`src/hdl/lru_key_value_cache_macros.svh`:
```
// ----------------------------------------------------------------------------
// lru key-value cache assertion macros
// concurrent checks on clk, disabled while arst_n is low
// ----------------------------------------------------------------------------
`ifndef LRU_KEY_VALUE_CACHE_MACROS_SVH
`define LRU_KEY_VALUE_CACHE_MACROS_SVH

`ifndef SYNTH

`define LKVC_ASSERT_IMP(label, ante, cons) \
	label: assert property (@(posedge clk) disable iff (!arst_n) (ante) |-> (cons)) \
	else $error("lkvc check failed");

`define LKVC_ASSERT_NXT(label, ante, cons) \
	label: assert property (@(posedge clk) disable iff (!arst_n) (ante) |=> (cons)) \
	else $error("lkvc check failed");

`else

`define LKVC_ASSERT_IMP(label, ante, cons)
`define LKVC_ASSERT_NXT(label, ante, cons)

`endif

`endif

```
`src/hdl/lkvc_pkg.sv`:
```
// ----------------------------------------------------------------------------
// lkvc_pkg
// shared constants and types of the lru key-value cache
// ----------------------------------------------------------------------------
package lkvc_pkg;

	localparam int ENTRIES = 16;
	localparam int IDX_W   = $clog2(ENTRIES);
	localparam int CNT_W   = $clog2(ENTRIES + 1);
	localparam int AGE_W   = IDX_W;
	localparam int KEY_W   = 32;
	localparam int DATA_W  = 32;
	localparam int CAP_W   = 5;

	localparam logic [CNT_W-1:0]  ENTRIES_CNT = CNT_W'(ENTRIES);
	localparam logic [IDX_W-1:0]  LAST_IDX    = IDX_W'(ENTRIES - 1);
	localparam logic [CAP_W-1:0]  CAP_RESET   = CAP_W'(16);
	localparam logic [DATA_W-1:0] MISS_VALUE  = '1;

	typedef enum logic {
		OP_GET = 1'b0,
		OP_PUT = 1'b1
	} op_t;

	typedef enum logic [2:0] {
		ST_IDLE   = 3'b001,
		ST_SCAN   = 3'b010,
		ST_UPDATE = 3'b100
	} state_t;

	typedef struct packed {
		logic load;
		logic scan;
		logic commit;
	} dp_cmd_t;

	typedef struct packed {
		logic scan_done;
		logic is_get;
		logic rsp_busy;
	} dp_stat_t;

endpackage

```
`src/hdl/lkvc_req_if.sv`:
```
// ----------------------------------------------------------------------------
// lkvc_req_if
// request channel: operation, key and value to store
// ----------------------------------------------------------------------------
interface lkvc_req_if import lkvc_pkg::*; ();

	logic                     valid;
	logic                     ready;
	logic                     cmd;
	logic [KEY_W-1:0]         key;
	logic signed [DATA_W-1:0] write_value;

	modport source (output valid, output cmd, output key, output write_value, input ready);
	modport sink (input valid, input cmd, input key, input write_value, output ready);

endinterface

```
`src/hdl/lkvc_rsp_if.sv`:
```
// ----------------------------------------------------------------------------
// lkvc_rsp_if
// response channel: hit flag and value read
// ----------------------------------------------------------------------------
interface lkvc_rsp_if import lkvc_pkg::*; ();

	logic                     valid;
	logic                     ready;
	logic                     hit;
	logic signed [DATA_W-1:0] read_value;

	modport source (output valid, output hit, output read_value, input ready);
	modport sink (input valid, input hit, input read_value, output ready);

endinterface

```
`src/hdl/lkvc_cfg_if.sv`:
```
// ----------------------------------------------------------------------------
// lkvc_cfg_if
// configuration write channel for the capacity register
// ----------------------------------------------------------------------------
interface lkvc_cfg_if import lkvc_pkg::*; ();

	logic             valid;
	logic             ready;
	logic [CAP_W-1:0] capacity_in_use;

	modport source (output valid, output capacity_in_use, input ready);
	modport sink (input valid, input capacity_in_use, output ready);

endinterface

```
`src/hdl/lkvc_ctrl.sv`:
```
// ----------------------------------------------------------------------------
// lkvc_ctrl
// sequencer: accept a request, scan all entries, commit the update
// ----------------------------------------------------------------------------
module lkvc_ctrl import lkvc_pkg::*; (
	input  logic     clk,
	input  logic     arst_n,
	input  logic     req_valid,
	output logic     req_ready,
	input  dp_stat_t stat,
	output dp_cmd_t  ctl
);

	state_t state_q;
	state_t state_nxt;

	assign req_ready  = (state_q == ST_IDLE);
	assign ctl.load   = req_valid && req_ready;
	assign ctl.scan   = (state_q == ST_SCAN);
	assign ctl.commit = (state_q == ST_UPDATE) && !(stat.is_get && stat.rsp_busy);

	always_comb begin
		state_nxt = state_q;
		case (state_q)
			ST_IDLE: begin
				if (ctl.load) state_nxt = ST_SCAN;
			end
			ST_SCAN: begin
				if (stat.scan_done) state_nxt = ST_UPDATE;
			end
			ST_UPDATE: begin
				if (ctl.commit) state_nxt = ST_IDLE;
			end
			default: begin
				state_nxt = ST_IDLE;
			end
		endcase
	end

	always_ff @(posedge clk or negedge arst_n) begin
		if (!arst_n) begin
			state_q <= ST_IDLE;
		end else begin
			state_q <= state_nxt;
		end
	end

endmodule

```
`src/hdl/lkvc_datapath.sv`:
```
// ----------------------------------------------------------------------------
// lkvc_datapath
// key and data memories, valid and age flags, scan compare and update
// ----------------------------------------------------------------------------
module lkvc_datapath import lkvc_pkg::*; (
	input  logic                     clk,
	input  logic                     arst_n,
	input  logic                     req_cmd,
	input  logic [KEY_W-1:0]         req_key,
	input  logic [DATA_W-1:0]        req_wdata,
	input  logic                     cfg_we,
	input  logic [CAP_W-1:0]         cfg_data,
	input  dp_cmd_t                  ctl,
	output dp_stat_t                 stat,
	input  logic                     rsp_ready,
	output logic                     rsp_valid,
	output logic                     rsp_hit,
	output logic signed [DATA_W-1:0] rsp_rdata
);

	logic [KEY_W-1:0]  key_mem [ENTRIES];
	logic [DATA_W-1:0] data_mem [ENTRIES];

	logic              cmd_q;
	logic [KEY_W-1:0]  key_q;
	logic [DATA_W-1:0] wdata_q;

	logic [CNT_W-1:0]  idx_q;
	logic              issue_s1;
	logic [IDX_W-1:0]  idx_s1;
	logic [KEY_W-1:0]  key_rd_s1;
	logic [DATA_W-1:0] data_rd_s1;

	logic              valid_q [ENTRIES];
	logic [AGE_W-1:0]  age_q [ENTRIES];
	logic [CNT_W-1:0]  occ_q;
	logic [CAP_W-1:0]  cap_q;

	logic              hit_q;
	logic [IDX_W-1:0]  slot_q;
	logic [DATA_W-1:0] data_q;
	logic              free_found_q;
	logic [IDX_W-1:0]  free_q;
	logic [IDX_W-1:0]  victim_q;

	logic              rsp_valid_q;
	logic              rsp_hit_q;
	logic [DATA_W-1:0] rsp_data_q;

	logic              scan_issue;
	logic              cur_valid;
	logic [AGE_W-1:0]  cur_age;
	logic [CNT_W-1:0]  occ_m1;
	logic [CNT_W-1:0]  cap_eff;
	logic              evict;
	logic [IDX_W-1:0]  ins_slot;
	logic [IDX_W-1:0]  wr_slot;
	logic [AGE_W-1:0]  touch_age;
	logic              is_put;
	logic              mem_we;

	assign scan_issue = ctl.scan && (idx_q < ENTRIES_CNT);
	assign cur_valid  = valid_q[idx_s1];
	assign cur_age    = age_q[idx_s1];
	assign occ_m1     = occ_q - CNT_W'(1);
	assign is_put     = (op_t'(cmd_q) == OP_PUT);
	assign touch_age  = age_q[slot_q];

	// capacity zero acts as one, above the store acts as full size
	always_comb begin
		if (cap_q == '0) begin
			cap_eff = CNT_W'(1);
		end else if (cap_q > CAP_W'(ENTRIES)) begin
			cap_eff = ENTRIES_CNT;
		end else begin
			cap_eff = CNT_W'(cap_q);
		end
	end

	assign evict    = !hit_q && (occ_q >= cap_eff);
	assign ins_slot = (evict && (!free_found_q || (victim_q < free_q))) ? victim_q : free_q;
	assign wr_slot  = hit_q ? slot_q : ins_slot;
	assign mem_we   = ctl.commit && is_put;

	assign stat.scan_done = issue_s1 && (idx_s1 == LAST_IDX);
	assign stat.is_get    = !is_put;
	assign stat.rsp_busy  = rsp_valid_q && !rsp_ready;

	assign rsp_valid = rsp_valid_q;
	assign rsp_hit   = rsp_hit_q;
	assign rsp_rdata = rsp_data_q;

	// request payload
	always_ff @(posedge clk) begin
		if (ctl.load) begin
			cmd_q   <= req_cmd;
			key_q   <= req_key;
			wdata_q <= req_wdata;
		end
	end

	// memories, read data registered
	always_ff @(posedge clk) begin
		if (scan_issue) begin
			key_rd_s1  <= key_mem[idx_q[IDX_W-1:0]];
			data_rd_s1 <= data_mem[idx_q[IDX_W-1:0]];
			idx_s1     <= idx_q[IDX_W-1:0];
		end
		if (mem_we) begin
			key_mem[wr_slot]  <= key_q;
			data_mem[wr_slot] <= wdata_q;
		end
	end

	// scan counter and compare stage
	always_ff @(posedge clk or negedge arst_n) begin
		if (!arst_n) begin
			idx_q        <= '0;
			issue_s1     <= 1'b0;
			hit_q        <= 1'b0;
			free_found_q <= 1'b0;
			slot_q       <= '0;
			free_q       <= '0;
			victim_q     <= '0;
		end else begin
			issue_s1 <= scan_issue;
			if (ctl.load) begin
				idx_q        <= '0;
				hit_q        <= 1'b0;
				free_found_q <= 1'b0;
			end else if (scan_issue) begin
				idx_q <= idx_q + CNT_W'(1);
			end
			if (issue_s1) begin
				if (cur_valid && (key_rd_s1 == key_q) && !hit_q) begin
					hit_q  <= 1'b1;
					slot_q <= idx_s1;
				end
				if (!cur_valid && !free_found_q) begin
					free_found_q <= 1'b1;
					free_q       <= idx_s1;
				end
				if (cur_valid && (CNT_W'(cur_age) == occ_m1)) begin
					victim_q <= idx_s1;
				end
			end
		end
	end

	always_ff @(posedge clk) begin
		if (issue_s1 && cur_valid && (key_rd_s1 == key_q) && !hit_q) begin
			data_q <= data_rd_s1;
		end
	end

	// valid flags, ages and occupancy
	always_ff @(posedge clk or negedge arst_n) begin
		if (!arst_n) begin
			for (int i = 0; i < ENTRIES; i++) begin
				valid_q[i] <= 1'b0;
				age_q[i]   <= '0;
			end
			occ_q <= '0;
		end else if (ctl.commit) begin
			if (hit_q) begin
				for (int i = 0; i < ENTRIES; i++) begin
					if (valid_q[i] && (age_q[i] < touch_age)) begin
						age_q[i] <= age_q[i] + AGE_W'(1);
					end
				end
				age_q[slot_q] <= '0;
			end else if (is_put) begin
				for (int i = 0; i < ENTRIES; i++) begin
					if (evict && (IDX_W'(i) == victim_q)) begin
						valid_q[i] <= 1'b0;
						age_q[i]   <= '0;
					end else if (valid_q[i]) begin
						age_q[i] <= age_q[i] + AGE_W'(1);
					end
				end
				valid_q[ins_slot] <= 1'b1;
				age_q[ins_slot]   <= '0;
				if (!evict) occ_q <= occ_q + CNT_W'(1);
			end
		end
	end

	// capacity register
	always_ff @(posedge clk or negedge arst_n) begin
		if (!arst_n) begin
			cap_q <= CAP_RESET;
		end else if (cfg_we) begin
			cap_q <= cfg_data;
		end
	end

	// response register
	always_ff @(posedge clk or negedge arst_n) begin
		if (!arst_n) begin
			rsp_valid_q <= 1'b0;
		end else if (ctl.commit && !is_put) begin
			rsp_valid_q <= 1'b1;
		end else if (rsp_ready) begin
			rsp_valid_q <= 1'b0;
		end
	end

	always_ff @(posedge clk) begin
		if (ctl.commit && !is_put) begin
			rsp_hit_q  <= hit_q;
			rsp_data_q <= hit_q ? data_q : MISS_VALUE;
		end
	end

endmodule

```
`src/hdl/lru_key_value_cache.sv`:
```
// ----------------------------------------------------------------------------
// lru_key_value_cache
// fully associative key-value store with least-recently-used replacement
// one request at a time; a get commit waits while an older response is unread
// the scan reads one key memory entry a cycle over all 16 entries before update
// reset: all entries invalid, occupancy zero, capacity 16, no clearing pass
// ----------------------------------------------------------------------------
`include "lru_key_value_cache_macros.svh"

module lru_key_value_cache import lkvc_pkg::*; (
	input  logic       clk,
	input  logic       arst_n,
	lkvc_req_if.sink   req,
	lkvc_rsp_if.source rsp,
	lkvc_cfg_if.sink   cfg
);

	dp_cmd_t  ctl;
	dp_stat_t stat;

	assign cfg.ready = 1'b1;

	lkvc_ctrl u_ctrl (
		.clk       (clk),
		.arst_n    (arst_n),
		.req_valid (req.valid),
		.req_ready (req.ready),
		.stat      (stat),
		.ctl       (ctl)
	);

	lkvc_datapath u_dp (
		.clk       (clk),
		.arst_n    (arst_n),
		.req_cmd   (req.cmd),
		.req_key   (req.key),
		.req_wdata (req.write_value),
		.cfg_we    (cfg.valid),
		.cfg_data  (cfg.capacity_in_use),
		.ctl       (ctl),
		.stat      (stat),
		.rsp_ready (rsp.ready),
		.rsp_valid (rsp.valid),
		.rsp_hit   (rsp.hit),
		.rsp_rdata (rsp.read_value)
	);

	// busy once a request is taken
	`LKVC_ASSERT_NXT(a_busy_after_req, req.valid && req.ready, !req.ready)
	// a committed lookup always presents a response
	`LKVC_ASSERT_NXT(a_get_gives_rsp, ctl.commit && stat.is_get, rsp.valid)
	// a response only appears from a committed lookup
	`LKVC_ASSERT_IMP(a_rsp_from_commit, $rose(rsp.valid), $past(ctl.commit))
	// no commit while the scan is still running
	`LKVC_ASSERT_IMP(a_commit_after_scan, ctl.commit, !ctl.scan)

endmodule

```
`src/flat_wrapper.sv`:
```
// flat-port wrapper written by rule: the top's interface ports become plain ports
module lru_key_value_cache_flat import lkvc_pkg::*;
  (clk, arst_n, req_valid, req_cmd, req_key, req_write_value, req_ready, rsp_valid, rsp_hit, rsp_read_value, rsp_ready, cfg_valid, cfg_capacity_in_use, cfg_ready);
  lkvc_req_if req_i ();
  lkvc_rsp_if rsp_i ();
  lkvc_cfg_if cfg_i ();
  input  logic clk;
  input  logic arst_n;
  input wire logic [$bits(req_i.valid)-1:0] req_valid;
  input wire logic [$bits(req_i.cmd)-1:0] req_cmd;
  input wire logic [$bits(req_i.key)-1:0] req_key;
  input wire logic [$bits(req_i.write_value)-1:0] req_write_value;
  output wire logic [$bits(req_i.ready)-1:0] req_ready;
  output wire logic [$bits(rsp_i.valid)-1:0] rsp_valid;
  output wire logic [$bits(rsp_i.hit)-1:0] rsp_hit;
  output wire logic [$bits(rsp_i.read_value)-1:0] rsp_read_value;
  input wire logic [$bits(rsp_i.ready)-1:0] rsp_ready;
  input wire logic [$bits(cfg_i.valid)-1:0] cfg_valid;
  input wire logic [$bits(cfg_i.capacity_in_use)-1:0] cfg_capacity_in_use;
  output wire logic [$bits(cfg_i.ready)-1:0] cfg_ready;
  assign req_i.valid = req_valid;
  assign req_i.cmd = req_cmd;
  assign req_i.key = req_key;
  assign req_i.write_value = req_write_value;
  assign req_ready = req_i.ready;
  assign rsp_valid = rsp_i.valid;
  assign rsp_hit = rsp_i.hit;
  assign rsp_read_value = rsp_i.read_value;
  assign rsp_i.ready = rsp_ready;
  assign cfg_i.valid = cfg_valid;
  assign cfg_i.capacity_in_use = cfg_capacity_in_use;
  assign cfg_ready = cfg_i.ready;
  lru_key_value_cache u_core (.clk(clk), .arst_n(arst_n), .req(req_i), .rsp(rsp_i), .cfg(cfg_i));
endmodule
```
`config.mk`:
```
export PLATFORM = sky130hd
export DESIGN_NAME = lru_key_value_cache_flat
export DESIGN_NICKNAME = d
export VERILOG_FILES = /design/src/hdl/lkvc_pkg.sv /design/src/hdl/lkvc_req_if.sv /design/src/hdl/lkvc_rsp_if.sv /design/src/hdl/lkvc_cfg_if.sv /design/src/hdl/lkvc_ctrl.sv /design/src/hdl/lkvc_datapath.sv /design/src/hdl/lru_key_value_cache.sv /design/src/flat_wrapper.sv
export VERILOG_INCLUDE_DIRS = /design/src /design/src/hdl
export SDC_FILE = /design/constraint.sdc
export NUM_CORES = 2
export LEC_CHECK = 0
export ABC_AREA = 1
export BUFFER_PORTS_ARGS = -buffer_cell sky130_fd_sc_hd__buf_2
export CAP_MARGIN = 20
export CORE_MARGIN = 10
export CORE_UTILIZATION = 63
export CTS_BUF_LIST = sky130_fd_sc_hd__clkbuf_2 sky130_fd_sc_hd__clkbuf_4 sky130_fd_sc_hd__clkbuf_8
export DETAILED_ROUTE_END_ITERATION = 12
export HOLD_SLACK_MARGIN = 0.12
export PLACE_DENSITY_LB_ADDON = 0.15
export SETUP_SLACK_MARGIN = 0.1
export SYNTH_ARGS = -nofsm -noshare
export SYNTH_HDL_FRONTEND = slang
export SYNTH_SLANG_ARGS = --single-unit
export TNS_END_PERCENT = 20
```
`constraint.sdc`:
```
create_clock -name clk -period 7.5 [get_ports clk]
set_input_delay 0.75 -clock clk [delete_from_list [all_inputs] [get_ports clk]]
set_output_delay 0.75 -clock clk [all_outputs]
set_load 0.02 [all_outputs]
```
==> flow_metrics.py <==
metrics = {
    "run_status": {
        "status": "finished, final reports clean",
    },
    "worst_setup_path": {
        "max_stage_delay_ns": 0.81,
        "critical_path_depth": 14,
        "crit_type": "flop to flop",
        "worstPathArrival_ns": 5.48,
        "path_buf_inv": 2,
        "cp.required_ns": 8.26,
        "cp-end-kind": "flop",
        "cp_max_fo": 20,
        "r2r-start": "u_core.u_dp.slot_q[0]",
        "crit_family": "compound AO/OA/AOI/OAI gates",
        "worst_path_most_repeated_cell": "nand2_1",
        "crit_path_start_kind": "flop",
        "cp_slowest_cell": "dfrtp_1",
        "crit_path_cell_trace": "inv_1 > nand2_1 > o22ai_1 > o21ai_0 > nand2_1 > a221oi_2 > buf_4 > ha_1 > a211oi_1 > nand3_1 > nand3_1 > nand2_1 > nand2_1 > nand2_1",
        "crit_path_start": "u_core.u_dp.slot_q[0]",
        "ff2ff_path_depth": 14,
    },
    "synth": {
        "synth_area_um2": 57200,
        "synth_warnings": 0,
        "synth_edf_count": 1222,
        "synthCells": 4867,
        "syn_area_per_cell_um2": 11.8,
        "ys.flop_type": "edfxtp_1",
        "ys_ff_latch": 1336,
        "ys_async_sr_fraction": 0.0853,
        "synthesis.nets": 5017,
        "synth_cell_types": 46,
        "seq_area_frac_synth": 0.692,
    },
    "finish": {
        "mostFrequentLayoutCell": "edfxtp_1",
        "fin_nets": 5192,
        "seqCellArea_um2": 39600,
        "multi_input_area_um2": 15800,
        "final_layout_size_suffix_gt1_frac": 0.120,
        "synthToLayoutAreaGrowth_pct": 11.3,
        "mostFrequentLayoutCells": "1222 x edfxtp_1, 774 x nand2_1, 635 x o21ai_0",
        "fillCellCount": 6340,
        "final_core_util": 0.707,
    },
    "clock_network": {
        "cts_buffers": 207,
        "cts_max_level": 4,
        "post_cts.repair.setup_buffers": 0,
        "cts.sinks": 1336,
        "cts-root-buf": "clkbuf_8",
        "clkTransAtPathRegs_ns": 0.06,
        "clk_path_buf_depth": 3,
        "cts_tree": "done",
        "clk_latency_ns": 0.90,
    },
    "die": {
        "fp-row-count": 110,
        "dieArea_um2": 103000,
        "core_area_um2": 90000,
        "fp.dieH_um": 321,
        "ios": 111,
        "start_util": 0.635,
        "die_w_um": 321,
    },
    "power_and_ir_drop": {
        "p_leak_nw": 22.7,
        "power_density_nw_per_um2": 340,
        "ir_drop_mv": 0.290,
    },
    "timing": {
        "fmax_ghz": 0.212,
        "setup_viol": 0,
        "min_period_ns": 4.72,
        "min_period_over_period": 0.630,
        "max_slew_margin": 0.222,
        "fin_hold_ws_ns": 0.192,
        "fin_tns_setup_ns": 0,
        "slew_violations": 0,
        "skew_ns": 0.0421,
        "tightest_slew_ns": 1.17,
        "hold_viol_final": 0,
        "rsz0062_at_grt": "no",
    },
    "routing": {
        "first_iter_violations": 4726,
        "drtPass1Iterations": 7,
        "vias": 39600,
        "ant_nets": 0,
        "avgViaCountPerCell": 6.19,
        "wl_per_cell_um": 22.9,
        "routed_wl_um": 146000,
        "drcViolationCount": 0,
    },
    "hold_path": {
        "hold_path.startpoint": "cfg_valid",
        "hp-class": "input pin to flop",
        "min_delay_path_depth": 2,
    },
    "placed_design": {
        "dp_hpwl_um": 79300,
        "gp_congestion": 0.946,
        "port_buffers": 109,
    },
    "grt": {
        "grt_pass1_vias": 38000,
        "antenna_found_initial": 1,
        "grt.overflow.total": 0,
        "grt_max_degree": 225,
        "track_usage": 0.281,
        "grt_pass1_wl_um": 224000,
    },
    "run": {
        "max-cap-violations": 0,
    },
}
==> where the power goes <==
| group | internal (mW) | switching (mW) | total, mW |
|---|---|---|---|
| Combinational | 1.48 | 3.79 | 5.27 |
| Sequential | 9.35 | 0.927 | 10.3 |
| Clock | 3.27 | 2.84 | 6.11 |
| Total | 14.1 | 7.56 | 21.6 |
==> area by class of cell <==
cell class,count,share of cell area
sequential,1336,0.621
multi-input combinational,3047,0.248
clock buffer,275,0.0532
timing repair buffer,237,0.0292
tap,1176,0.0231
inverter,213,0.0128
clock inverter,110,0.0123
antenna,2,0.0000786
==> state kept, by name, indices dropped and copies added, names as in the netlist, 3 cells and up <==
signal	cells
u_core.u_ctrl.state_q	3
u_core.u_dp.cap_q	5
u_core.u_dp.key_q	32
u_core.u_dp.slot_q	4
u_core.u_dp.key_rd_s1	32
u_core.u_dp.valid_q	16
u_core.u_dp.age_q	64
u_core.u_dp.data_rd_s1	32
u_core.u_dp.victim_q	4
u_core.u_dp.idx_s1	4
u_core.u_dp.idx_q	5
u_core.u_dp.wdata_q	32
u_core.u_dp.data_q	32
u_core.u_dp.rsp_rdata	32
u_core.u_dp.free_q	4
u_core.u_dp.data_mem	512
u_core.u_dp.key_mem	512
u_core.u_dp.occ_q	5
==> per-layer routing <==
metal  vias to the layer above  GRT usage  share of wire
met5                         -          0              0
met2                      2025      0.443           0.47
met4                         0      0.102          0.030
met3                       301     0.0475          0.091
met1                     19200      0.393           0.41
li1                      18000          -              -
==> cells in the mapped netlist (11+ instances only) <==
master	number	share of area
o211ai_1	86	0.011
xor2_1	29	0.0044
buf_1	11	0.00072
nand2_1	774	0.051
o221ai_1	178	0.027
o22ai_1	102	0.011
inv_1	204	0.013
o21ai_0	635	0.056
a21oi_1	70	0.0061
nand3_1	238	0.021
or2_2	34	0.0037
edfxtp_1	1222	0.64
xnor2_1	20	0.0031
o21ai_1	41	0.0036
clkbuf_1	206	0.014
nand2_2	18	0.0020
dfrtp_1	112	0.049
a211oi_1	22	0.0029
nor2_1	643	0.042
buf_2	33	0.0029
ha_1	75	0.016
nand2_4	21	0.0041
==> stage by stage <==
stage	std cells	setup slack, ns	cell area [um^2]	power, mW
after floorplan	4867	2.21	57200	13.6
after global placement	5933	2.84	58700	15.4
after detailed placement	5934	2.79	58700	15.5
after CTS	6392	2.76	63600	21.6
after global routing	6395	2.47	63700	22.7
final	6396	2.78	63700	21.6
==> logic make-up after synthesis <==
kind of cell / synth area share
buf+inv: 0.0354
flops: 0.692
other cells: 0.0000656
xor+xnor: 0.00750
compound gates: 0.122
simple gates: 0.127
fa+ha+maj: 0.0164
==> worst paths after layout <==
path / to / slack (ns)
max: u_core.u_dp.age_q[9] / 2.78
min: u_core.u_dp.cap_q[4] / 0.19
max reg2reg: u_core.u_dp.age_q[9] / 2.78
min reg2reg: u_core.u_dp.data_q[31] / 0.41
max in group asynchronous: u_core.u_dp.idx_q[2] / 5.59
min in group asynchronous: u_core.u_dp.age_q[37] / 0.44
==> worst reg2reg max path, cell delays in order (launching register included) <==
cell	delay (ns)
dfrtp_1	0.81
inv_1	0.36
nand2_1	0.42
o22ai_1	0.14
o21ai_0	0.19
nand2_1	0.10
a221oi_2	0.75
buf_4	0.36
ha_1	0.27
a211oi_1	0.69
nand3_1	0.20
nand3_1	0.14
nand2_1	0.06
nand2_1	0.06
nand2_1	0.06
==> repair_timing <==
item	CTS	global route
endpoints found under the hold margin	118	0
resized for setup	0	0
hold buffers	73	0
Power figures use the tool's default switching activity.
